`src/design/tea_pkg.sv`:
```
package tea_pkg;

    localparam int          ROUND_COUNT = 16;
    localparam logic [31:0] TEA_DELTA   = 32'h9e37_79b9;
    localparam int          WORD_W      = 32;
    localparam int          KEY_WORDS   = 4;
    localparam int          KEY_IDX_W   = $clog2(KEY_WORDS);

    typedef enum logic {
        OP_ENCRYPT = 1'b0,
        OP_DECRYPT = 1'b1
    } t_op;

    typedef enum logic [KEY_IDX_W-1:0] {
        KEY_W0 = 2'd0,
        KEY_W1 = 2'd1,
        KEY_W2 = 2'd2,
        KEY_W3 = 2'd3
    } t_key_idx;

    typedef struct packed {
        logic [WORD_W-1:0] k0;
        logic [WORD_W-1:0] k1;
        logic [WORD_W-1:0] k2;
        logic [WORD_W-1:0] k3;
    } t_key;

    // delta times n modulo 2^32, for elaboration-time constants
    function automatic logic [WORD_W-1:0] delta_sum(input int n);
        logic [63:0] prod;
        prod = 64'(TEA_DELTA) * 64'(n);
        return prod[WORD_W-1:0];
    endfunction

    function automatic logic [WORD_W-1:0] mix_half(
        input logic [WORD_W-1:0] v,
        input logic [WORD_W-1:0] sum,
        input logic [WORD_W-1:0] ka,
        input logic [WORD_W-1:0] kb
    );
        return ((v << 4) + ka) ^ (v + sum) ^ ((v >> 5) + kb);
    endfunction

endpackage

```
`src/design/tea_stage.sv`:
```
module tea_stage #(
    parameter logic [tea_pkg::WORD_W-1:0] ENC_SUM = tea_pkg::TEA_DELTA,
    parameter logic [tea_pkg::WORD_W-1:0] DEC_SUM = tea_pkg::TEA_DELTA,
    parameter logic                       ENC_HI  = 1'b1
) (
    input  logic                       i_clk,
    input  logic                       i_rst_n,
    input  tea_pkg::t_key              i_key,
    input  logic                       i_valid,
    output logic                       o_ready,
    input  tea_pkg::t_op               i_op,
    input  logic [tea_pkg::WORD_W-1:0] i_hi,
    input  logic [tea_pkg::WORD_W-1:0] i_lo,
    output logic                       o_valid,
    input  logic                       i_ready,
    output tea_pkg::t_op               o_op,
    output logic [tea_pkg::WORD_W-1:0] o_hi,
    output logic [tea_pkg::WORD_W-1:0] o_lo
);

    logic                       r_valid;
    tea_pkg::t_op               r_op;
    logic [tea_pkg::WORD_W-1:0] r_hi;
    logic [tea_pkg::WORD_W-1:0] r_lo;

    logic                       w_enc;
    logic                       w_upd_hi;
    logic [tea_pkg::WORD_W-1:0] w_sum;
    logic [tea_pkg::WORD_W-1:0] w_src;
    logic [tea_pkg::WORD_W-1:0] w_dst;
    logic [tea_pkg::WORD_W-1:0] w_ka;
    logic [tea_pkg::WORD_W-1:0] w_kb;
    logic [tea_pkg::WORD_W-1:0] w_mix;
    logic [tea_pkg::WORD_W-1:0] w_res;
    logic [tea_pkg::WORD_W-1:0] n_hi;
    logic [tea_pkg::WORD_W-1:0] n_lo;

    // decryption walks the half-rounds backwards, so it updates the other word
    always_comb begin
        w_enc    = (i_op == tea_pkg::OP_ENCRYPT);
        w_upd_hi = w_enc ? ENC_HI : ~ENC_HI;
        w_sum    = w_enc ? ENC_SUM : DEC_SUM;
        w_src    = w_upd_hi ? i_lo : i_hi;
        w_dst    = w_upd_hi ? i_hi : i_lo;
        w_ka     = w_upd_hi ? i_key.k0 : i_key.k2;
        w_kb     = w_upd_hi ? i_key.k1 : i_key.k3;
        w_mix    = tea_pkg::mix_half(w_src, w_sum, w_ka, w_kb);
        w_res    = w_enc ? (w_dst + w_mix) : (w_dst - w_mix);
        n_hi     = w_upd_hi ? w_res : i_hi;
        n_lo     = w_upd_hi ? i_lo : w_res;
    end

    // stage loads when empty or when its content moves on
    assign o_ready = ~r_valid | i_ready;

    always_ff @(posedge i_clk) begin
        if (!i_rst_n) begin
            r_valid <= 1'b0;
        end else if (o_ready) begin
            r_valid <= i_valid;
        end
    end

    always_ff @(posedge i_clk) begin
        if (o_ready && i_valid) begin
            r_op <= i_op;
            r_hi <= n_hi;
            r_lo <= n_lo;
        end
    end

    assign o_valid = r_valid;
    assign o_op    = r_op;
    assign o_hi    = r_hi;
    assign o_lo    = r_lo;

endmodule

```
`config.mk`:
```
export PLATFORM = sky130hd
export DESIGN_NAME = tea_stage
export DESIGN_NICKNAME = d
export VERILOG_FILES = /design/src/design/tea_pkg.sv /design/src/design/tea_stage.sv
export SDC_FILE = /design/constraint.sdc
export NUM_CORES = 1
export LEC_CHECK = 0
export BUFFER_PORTS_ARGS = -buffer_cell sky130_fd_sc_hd__buf_2
export CAP_MARGIN = 25
export CORE_MARGIN = 8
export CORE_UTILIZATION = 25
export DETAILED_ROUTE_END_ITERATION = 10
export PLACE_DENSITY_LB_ADDON = 0.2
export SLEW_MARGIN = 5
export SYNTH_ARGS = -nofsm -noshare
export SYNTH_HDL_FRONTEND = slang
export SYNTH_SLANG_ARGS = --single-unit
```
`constraint.sdc`:
```
create_clock -name i_clk -period 20.6 [get_ports i_clk]
set_input_delay 0 -clock i_clk [delete_from_list [all_inputs] [get_ports i_clk]]
set_output_delay 0 -clock i_clk [all_outputs]
set_load 0.03 [all_outputs]
```
==> results.toml, run 1 <==
[outcome]
status = "finished clean"

[critical_path]
critPathTopFamily = "compound AO/OA/AOI/OAI gates"
path_max_fanout = 178
critPathKind = "primary input to register"
r2r-end = "o_hi[4]$_DFFE_PP_"
arrival_ps = 7490
path_buf_inv = 3
crit_path_end_kind = "register"
setup.worst_path.start_class = "primary input"
cp-startpoint = "i_op"
crit_path_top_delay_cell = "buf_12"
slowest_delay_ps = 630
rr_worst_depth = 3
path_depth = 28
cp-endpoint = "o_lo[30]$_DFFE_PP_"
r2r_slack_ps = 19020
crit_required_ps = 20680
reg2reg_from = "o_valid$_SDFFE_PN0N_"
worst_path_most_repeated_cell = "a21oi_1"

[synthesis]
synth-edff-count = 65
synth_top_family_by_area = "compound AO/OA/AOI/OAI gates"
synthTopCellsByArea = "edfxtp_1 18%, xnor2_1 11%, mux2_2 10%"
synth-xor-area-share_pct = 17.0
synthFlopType = "edfxtp_1"
synthAdderAreaFrac_pct = 10.5
synth_compound_area_share_pct = 22.7
synth.largest_area_cell = "edfxtp_1"
ys_seq_area_share_pct = 18.1
synth_mux_area_share_pct = 11.7
avgSynthCellArea_sq_um = 8.47
syn_area_sq_um = 10900
synth_top_area_share_pct = 17.9
synthSimpleGateAreaFrac_pct = 16.4
synthDistinctLibCells = 92
syn_inst = 1290
synth_fp_nets = 1577
ys_warn_count = 0
synthArstFlopShare_pct = 0
synth-seq-cells = 66

[clock_network]
cts_tree = "yes"
clock_latency_ps = 330
htree_levels = 3
ctsResizeCount = 0
postCtsHoldBufs = 4
cts_root_buf = "clkbuf_16"
cts_inserted_buffers = 9
clock_path_buffers = 2
clock_sinks = 66
clk_transition_reported_paths_ps = 60
cts_post_setup_buffers_inserted = 0

[pwr]
ir_drop_mv = 0.0418
swShare_pct = 48.3
p_clk_share_pct = 10.4
p_leak_nw = 5.69
p_per_area_nw_per_um2 = 118
pwr-share-seq_pct = 15.5
p_total_mw = 1.56
internal-power_mw = 0.809
pwr-share-comb_pct = 74.2
p_sw_mw = 0.755

[route]
drc_errors = 0
vias = 10400
first_iter_violations = 583
ant_nets = 0
routed_wl_mm = 40.7
drt_first_pass_iters = 5
vias_per_cell = 4.90
wl_per_cell_microns = 19.1

[floorplanning]
dieArea_sq_um = 50600
ios = 264
num_rows = 76
die_x_microns = 225
die_h_microns = 225
start_util_pct = 25.4
core_sq_um = 43100

[placement]
dp.cells = 2102
place_hpwl_mm = 34.5
place_area_sq_um = 12800
portBuffers = 263
routabilityCongestion = 0.856
dp_slack_ps = 12870

[job]
cap_violations = 0

[sta]
relSlewSlack_pct = 30.9
finalSetupViolations = 0
tightestPinTransition_ps = 1040
hold_viol = 0
fin_crit_sh_pct = 36.0
max_freq_ghz = 0.135
fin_crit_ps = 7420
setup_slack_ps = 13180
fin_tns_setup_ps = 0
skew_ps = 5.50
rsz0062_at_grt = "no"
drv_slew = 0

[finish]
area_delta_synth_final_pct = 21.0
fillCellCount = 4610
final_cell_area_sq_um = 13200
nNetsFinal = 1820
final_cells = 2126
drive_gt1_share_pct = 26.8

[global_routing]
grt_use_total_pct = 15.3
overflow = 0
antenna_found_initial = 3
first_global_vias = 10400
grt_pass1_wl_mm = 61.2
grt_max_degree = 179

[min_path]
hold_path_class = "primary input to register"
min_from = "i_lo[25]"
kinds of logic after synthesis:
group,after synthesis
compound gates,376
simple gates,359
xor+xnor,192
mux,115
buf+inv,92
fa+ha+maj,90
flops,66
stage by stage:
| stage | hold slack, ps | utilization, % |
|---|---|---|
| 2_1_floorplan | 98.9 | - |
| 3_3_place_gp | 252 | 29.8 |
| 3_5_place_dp | 259 | 29.8 |
| 4_1_cts | 1.55 | 30.6 |
| 5_1_grt | 22.6 | 30.7 |
| 6_report | 23.5 | 30.7 |
worst reg2reg max path: stages, from the launching register on:
cell and delay (ps):
dfxtp_1 310, nand2b_1 90, and2_2 140, buf_4 620
flip-flops by register name (all words and copies together), names as in the netlist:
signal,cells
o_hi,32
o_lo,32
o_op,1
o_valid,1
cells in the mapped netlist, drive strengths merged (16+ instances only):
| master | count |
|---|---|
| nor2b | 16 |
| clkbuf | 27 |
| a31oi | 19 |
| a21oi | 118 |
| nand2 | 146 |
| ha | 87 |
| o21bai | 19 |
| mux2 | 102 |
| nor3 | 18 |
| nor2 | 64 |
| o21ai | 68 |
| inv | 50 |
| a21o | 41 |
| edfxtp | 65 |
| xor2 | 41 |
| nand3 | 23 |
| xnor2 | 138 |
| a211oi | 19 |
per-layer routing:
layer | GRT usage, % | vias up | wire length [microns] | part of all wire, %
met5 | 0 | - | 0 | 0
met4 | 3.06 | 0 | 436 | 1.1
met3 | 0.924 | 16 | 1490 | 3.7
met2 | 24.3 | 250 | 18100 | 44
met1 | 22.6 | 4889 | 20700 | 51
li1 | - | 5272 | - | -
worst min path at each step:
| stage | endpoint | cells past startpoint | slack (ps) |
|---|---|---|---|
| after CTS | o_lo[25]$_DFFE_PP_ | 3 | 2 |
| after global routing | o_hi[28]$_DFFE_PP_ | 2 | 20 |
| after detailed placement | o_valid$_SDFFE_PN0N_ | 2 | 260 |
| after floorplan | o_op$_DFFE_PP_ | 0 | 100 |
| final | o_lo[25]$_DFFE_PP_ | 3 | 20 |
| after global placement | o_valid$_SDFFE_PN0N_ | 3 | 250 |
area by class of cell:
cell class                      instances  area [sq um]  area share, %
Multi-Input combinational cell       1132          8570           64.9
Sequential cell                        66          1970           14.9
Timing Repair Buffer                  273          1420           10.7
Tap cell                              585           732           5.54
Clock buffer                            9           225           1.70
Inverter                               51           191           1.45
Clock inverter                          7          93.8          0.710
Antenna cell                            3          7.51         0.0568
power groups by stage:
stage	registers (mW)	clock network [mW]	logic, mW
2_1_floorplan	0.344	0	0.778
3_3_place_gp	0.247	0	1.15
3_5_place_dp	0.246	0	1.16
4_1_cts	0.244	0.166	1.16
5_1_grt	0.248	0.170	1.28
6_report	0.242	0.162	1.16
cell usage in the layout, fill, tap and decap left out, drive strengths merged, types with 9 or more instances in the layout:
cell type    n
nand3       23
a21oi      118
xnor2      138
xor2        41
ha          87
mux2i       13
buf        268
inv         50
edfxtp      65
a211oi      19
o21a        11
nor2        64
o211ai      13
nand2      146
o21bai      19
and3         9
and2        13
nor3        18
nor2b       16
nand4       11
o21ai       68
a21o        41
a31oi       19
nand2b      11
mux2       102
clkbuf      10
xnor3       12
(Power assumes the default switching activity.)
==> run 2: changes to the inputs <==
--- a/config.mk
+++ b/config.mk
@@ -5,6 +5,7 @@
 export SDC_FILE = /design/constraint.sdc
 export NUM_CORES = 1
 export LEC_CHECK = 0
+export ABC_AREA = 1
 export BUFFER_PORTS_ARGS = -buffer_cell sky130_fd_sc_hd__buf_2
 export CAP_MARGIN = 25
 export CORE_MARGIN = 8
==> constraint.sdc (replaced) <==
create_clock -name i_clk -period 7.7 [get_ports i_clk]
set_input_delay 0 -clock i_clk [delete_from_list [all_inputs] [get_ports i_clk]]
set_output_delay 0 -clock i_clk [all_outputs]
set_load 0.03 [all_outputs]
==> run 2 against run 1 <==
Compared with the run above:
- die area grew 16%
- combinational power grew 130%
- critical path type unchanged
- largest cell class unchanged
- clock power grew to 2.6 times the previous value
==> results.toml, run 2 <==
[synthesis]
synth_top_area_share_pct = 27.5
synth_most_common_cell = "nand2_1"
synthFlopType = "edfxtp_1"
avgSynthCellArea_sq_um = 5.66
ys_warn_count = 0
synth_fp_nets = 2548
synthArstFlopShare_pct = 0
synth_commonest_cells = "938 x nand2_1, 280 x inv_1, 181 x nor2_1, 149 x nand3_1, 96 x o21ai_0"
ys_seq_area_share_pct = 15.4
synthDistinctLibCells = 56
synthTopCellsByArea = "nand2_1 28%, edfxtp_1 15%, ha_1 8.5%"
syn_inst = 2261
synth-seq-cells = 66
synth-edff-count = 65
synth.largest_area_cell = "nand2_1"
syn_area_sq_um = 12800

[critical_path]
crit_required_ps = 7810
worst_path_most_repeated_cell = "nand2_1"
setup.worst_path.start_class = "primary input"
crit_path_top_delay_cell = "o21ai_0"
slowest_delay_ps = 730
arrival_ps = 6580
critPathKind = "primary input to register"
cp-startpoint = "i_op"
reg2reg_from = "o_valid$_SDFFE_PN0N_"
path_max_fanout = 60
crit_path_end_kind = "register"

[route]
top_layer_used = "met4"
vias_per_cell = 4.69
route.met3.wl_mm = 1.93
ant_nets = 0
drc_errors = 0
wl_met1_mm = 26.9
first_iter_violations = 843
routed_wl_mm = 56.6
vias = 15100
wl_met2_mm = 26.3
drt_first_pass_iters = 5
wl_per_cell_microns = 17.5

[sta]
fin_tns_setup_ps = 0
fin_crit_ps = 6470
hold_viol = 0
relSlewSlack_pct = 39.4
drv_slew = 0
finalSetupViolations = 0
max_freq_ghz = 0.155
skew_ps = 5.84
tightestPinTransition_ps = 903
fin_crit_sh_pct = 84.0
rsz0062_at_grt = "no"

[finish]
final_cell_mix = "938 x nand2_1, 280 x inv_1, 262 x buf_2, 181 x nor2_1, 149 x nand3_1"
n_antenna_cell = 0
nNetsFinal = 2832
layout_commonest_cell = "nand2_1"
drive_gt1_share_pct = 14.7
utilization_pct = 30.4
area_delta_synth_final_pct = 21.2

[floorplanning]
core_sq_um = 51000
die_x_microns = 242
ios = 264
dieArea_sq_um = 58700
start_util_pct = 25.1
num_rows = 83
die_h_microns = 242

[pwr]
pwr-share-seq_pct = 15.4
p_leak_nw = 8.49
pwr-share-comb_pct = 73.3
internal-power_mw = 1.72
p_per_area_nw_per_um2 = 239
swShare_pct = 53.5
ir_drop_mv = 0.141
p_clk_share_pct = 11.3
p_sw_mw = 1.98

[min_path]
min_from = "i_lo[7]"
hold_path_class = "primary input to register"

[clock_network]
ctsResizeCount = 0
clock_path_buffers = 2
cts_inserted_buffers = 9
postCtsHoldBufs = 19
htree_levels = 3
clock_latency_ps = 330
cts_root_buf = "clkbuf_16"
cts_tree = "yes"
clk_transition_reported_paths_ps = 50
cts_post_setup_buffers_inserted = 0
clock_sinks = 66

[global_routing]
grt_max_degree = 66
grt_use_total_pct = 18.6
overflow = 0
grt_pass1_wl_mm = 85.4
antenna_found_initial = 0
first_global_vias = 15000

[placement]
place_hpwl_mm = 50.3
portBuffers = 263
routabilityCongestion = 0.916

[job]
cap_violations = 0

[outcome]
status = "finished clean"
-- run 2: cell count changes in the layout (fill, tap and decap cells not counted), sizes merged, moves of 45 or more --
cell   delta
nand2   +813
nand3   +128
xnor2    -88
mux2    -102
nor2    +129
inv     +236
o21ai    +45
-- run 2: cell families after synthesis --
logic type	Yosys count	synth area share, %
adders and majority gates	90	8.98
AOI/OAI and AO/OA	253	11.3
buffers and inverters	328	10.2
and+or+nand+nor	1398	45.4
xor gates and xnor gates	122	8.41
muxes	4	0.313
DFF	66	15.4
-- run 2: path summary, 6_finish.rpt --
kind	end	slack, ps	cells past startpoint
setup / recovery	o_hi[26]$_DFFE_PP_	1230	29
hold reg to reg	o_hi[0]$_DFFE_PP_	1080	2
setup reg to reg	o_lo[29]$_DFFE_PP_	6140	2
hold / removal	o_lo[7]$_DFFE_PP_	10	3
-- run 2: cell type report --
type                            instances  area [sq um]
Fill cell                            5807         35500
Multi-Input combinational cell       1867          9530
Sequential cell                        66          1970
Timing Repair Buffer                  313          1770
Inverter                              288          1090
Tap cell                              680           851
Clock buffer                            9           225
Clock inverter                          5          71.3
-- run 2: stage by stage --
stage                     cell area (sq um)  hold slack (ps)  worst slack, ps  total power [mW]  std cells
after global routing                  15500             24.7              743              4.03       3228
after floorplan                       12800             98.9             2250              2.47       2261
after CTS                             15500             1.66             1230              3.72       3228
after global placement                15000              258              910              3.27       3195
final                                 15500             14.5             1230              3.70       3228
after detailed placement              15000              272              886              3.28       3195
-- run 2: power by group through the flow --
stage          sequential [mW]  clock, mW  combinational (mW)
2_1_floorplan            0.784          0                1.68
3_3_place_gp             0.579          0                2.69
3_5_place_dp             0.580          0                2.70
4_1_cts                  0.573      0.433                2.71
5_1_grt                  0.581      0.440                3.01
6_report                 0.572      0.418                2.71
-- run 2: per-layer routing --
layer | up-vias | global-route usage, %
met5 | - | 0
met4 | 0 | 5.23
met3 | 51 | 1.38
met2 | 388 | 31.9
met1 | 6917 | 24.7
li1 | 7782 | -
-- run 2: critical path, delay by kind of cell --
family / cells / cell delay [ps]
XOR/XNOR: 4 / 950
adder cells (fa/ha/maj): 3 / 1080
AND/OR/NAND/NOR: 14 / 1810
buffers and inverters: 3 / 700
AO/OA/AOI/OAI: 5 / 1960
==> run 3: changes to the inputs <==
==> constraint.sdc (replaced) <==
create_clock -name i_clk -period 6.3 [get_ports i_clk]
set_input_delay 0 -clock i_clk [delete_from_list [all_inputs] [get_ports i_clk]]
set_output_delay 0 -clock i_clk [all_outputs]
set_load 0.03 [all_outputs]
==> run 3 against run 2 <==
Compared with the run above:
- register-to-register slack worse by 1400 ps
- flip-flop and latch count unchanged
- die area unchanged
- critical path depth is 5 higher
- global-route usage grew 0.63 points
- cell area increased by 7.4%
- worst hold slack worse by 1.8 ps
- via count rose by 2.9%
- cell count increased by 4.6%
- wire length is 2.7% higher
- critical path type unchanged
- largest cell class unchanged
==> results.toml, run 3 (synthesized netlist as in run 2, its figures left out) <==
[floorplanning]
ios = 264
num_rows = 83
start_util_pct = 25.1
dieArea_sq_um = 58700
core_sq_um = 51000
die_h_microns = 242
die_x_microns = 242

[global_routing]
grt_pass1_wl_mm = 87.8
first_global_vias = 15400
grt_use_total_pct = 19.2
overflow = 0
antenna_found_initial = 0
grt_max_degree = 66

[clock_network]
clock_latency_ps = 360
cts_tree = "yes"
clock_path_buffers = 2
clk_transition_reported_paths_ps = 70
cts_root_buf = "clkbuf_16"
cts_post_setup_buffers_inserted = 0
cts_inserted_buffers = 9
htree_levels = 3
clock_sinks = 66

[route]
wl_met1_mm = 27.3
top_layer_used = "met4"
routed_wl_mm = 58.1
wl_met2_mm = 28.0
vias = 15600
wl_per_cell_microns = 17.2
first_iter_violations = 724
drt_first_pass_iters = 5
ant_nets = 0
drc_errors = 0
route.met3.wl_mm = 1.95
vias_per_cell = 4.61

[finish]
final_cell_area_sq_um = 16600
n_antenna_cell = 0
final_cell_mix = "937 x nand2_1, 280 x inv_1, 262 x buf_2, 181 x nor2_1, 168 x buf_4"
nNetsFinal = 2977
area_delta_synth_final_pct = 30.1
drive_gt1_share_pct = 19.4
layout_commonest_cell = "nand2_1"

[pwr]
p_per_area_nw_per_um2 = 295
ir_drop_mv = 0.132
p_leak_nw = 9.19

[min_path]
hold_path_class = "primary input to register"

[placement]
place_area_sq_um = 16100
routabilityCongestion = 0.977
portBuffers = 263
place_hpwl_mm = 52.1

[sta]
relSlewSlack_pct = 43.5
hold_ws_ps = 12.7
finalSetupViolations = 0
hold_viol = 0
max_freq_ghz = 0.173
fin_crit_sh_pct = 91.6
fin_crit_ps = 5770
drv_slew = 0
rsz0062_at_grt = "no"
skew_ps = 11.6
tightestPinTransition_ps = 848

[outcome]
status = "finished clean"

[job]
cap_violations = 0

[critical_path]
critPathKind = "primary input to register"
arrival_ps = 5890
crit_path_end_kind = "register"
crit_path_top_delay_cell = "ha_2"
slowest_delay_ps = 500
crit_required_ps = 6420
worst_path_most_repeated_cell = "nand2_1"
path_buf_inv = 7
path_max_fanout = 32
setup.worst_path.start_class = "primary input"
critPathTopFamily = "simple AND/OR/NAND/NOR gates"
## run 3: cell count changes in the layout (fill, tap and decap cells not counted), moves of 2 or more
cell | previous run | this run
buf_4 | 29 | 168
clkinv_1 | 5 | 3
clkinv_2 | 0 | 2
clkinv_4 | 0 | 3
dlygate4sd3_1 | 19 | 24
ha_1 | 87 | 85
## run 3: report_power, final
part	leakage [nW]	internal (mW)	switching (mW)
Combinational	8.40	1.44	2.26
Clock	0.147	0.305	0.200
Sequential	0.644	0.673	0.0301
Total	9.19	2.42	2.49
## run 3: layout make-up
cell class / instances / area (sq um)
Clock inverter: 7 / 70.1
Timing Repair Buffer: 458 / 2880
Inverter: 288 / 1090
Fill cell: 5740 / 34300
Clock buffer: 9 / 225
Multi-Input combinational cell: 1867 / 9560
Sequential cell: 66 / 1970
Tap cell: 680 / 851
## run 3: worst paths after layout
path | startpoint | to | slack, ps | cells after the start
min | i_lo[7] | o_lo[7]$_DFFE_PP_ | 10 | 3
max reg2reg | o_valid$_SDFFE_PN0N_ | o_lo[29]$_DFFE_PP_ | 4720 | 2
min reg2reg | o_valid$_SDFFE_PN0N_ | o_hi[1]$_DFFE_PP_ | 1110 | 2
max | i_op | o_hi[30]$_DFFE_PP_ | 530 | 34
## run 3: what timing repair did
item,CTS,global route
endpoints found under the hold margin,23,0
hold buffers,24,0
resized for setup,0,5
setup endpoints to repair,0,4
## run 3: worst register-to-register path: stages (launching register included)
cell	delay (ps)
dfxtp_1	350
a21oi_4	140
buf_4	650
## run 3: through the flow
stage	std cells	total power, mW	setup WS, ps	util (%)	setup TNS (ps)
floorplan	2261	3.02	846	-	0
global placement	3335	4.41	-180	31.5	-484
detailed placement	3335	4.41	-171	31.5	-354
CTS	3375	4.95	203	32.6	0
global route	3375	5.36	38.8	32.6	0
finish	3375	4.91	529	32.6	0
## run 3: metal layers
metal  GRT usage (%)  vias to the layer above
li1                -                     8072
met1            25.1                     7104
met2            34.2                      356
met3            1.42                       40
met4            4.17                        0
met5               0                        -
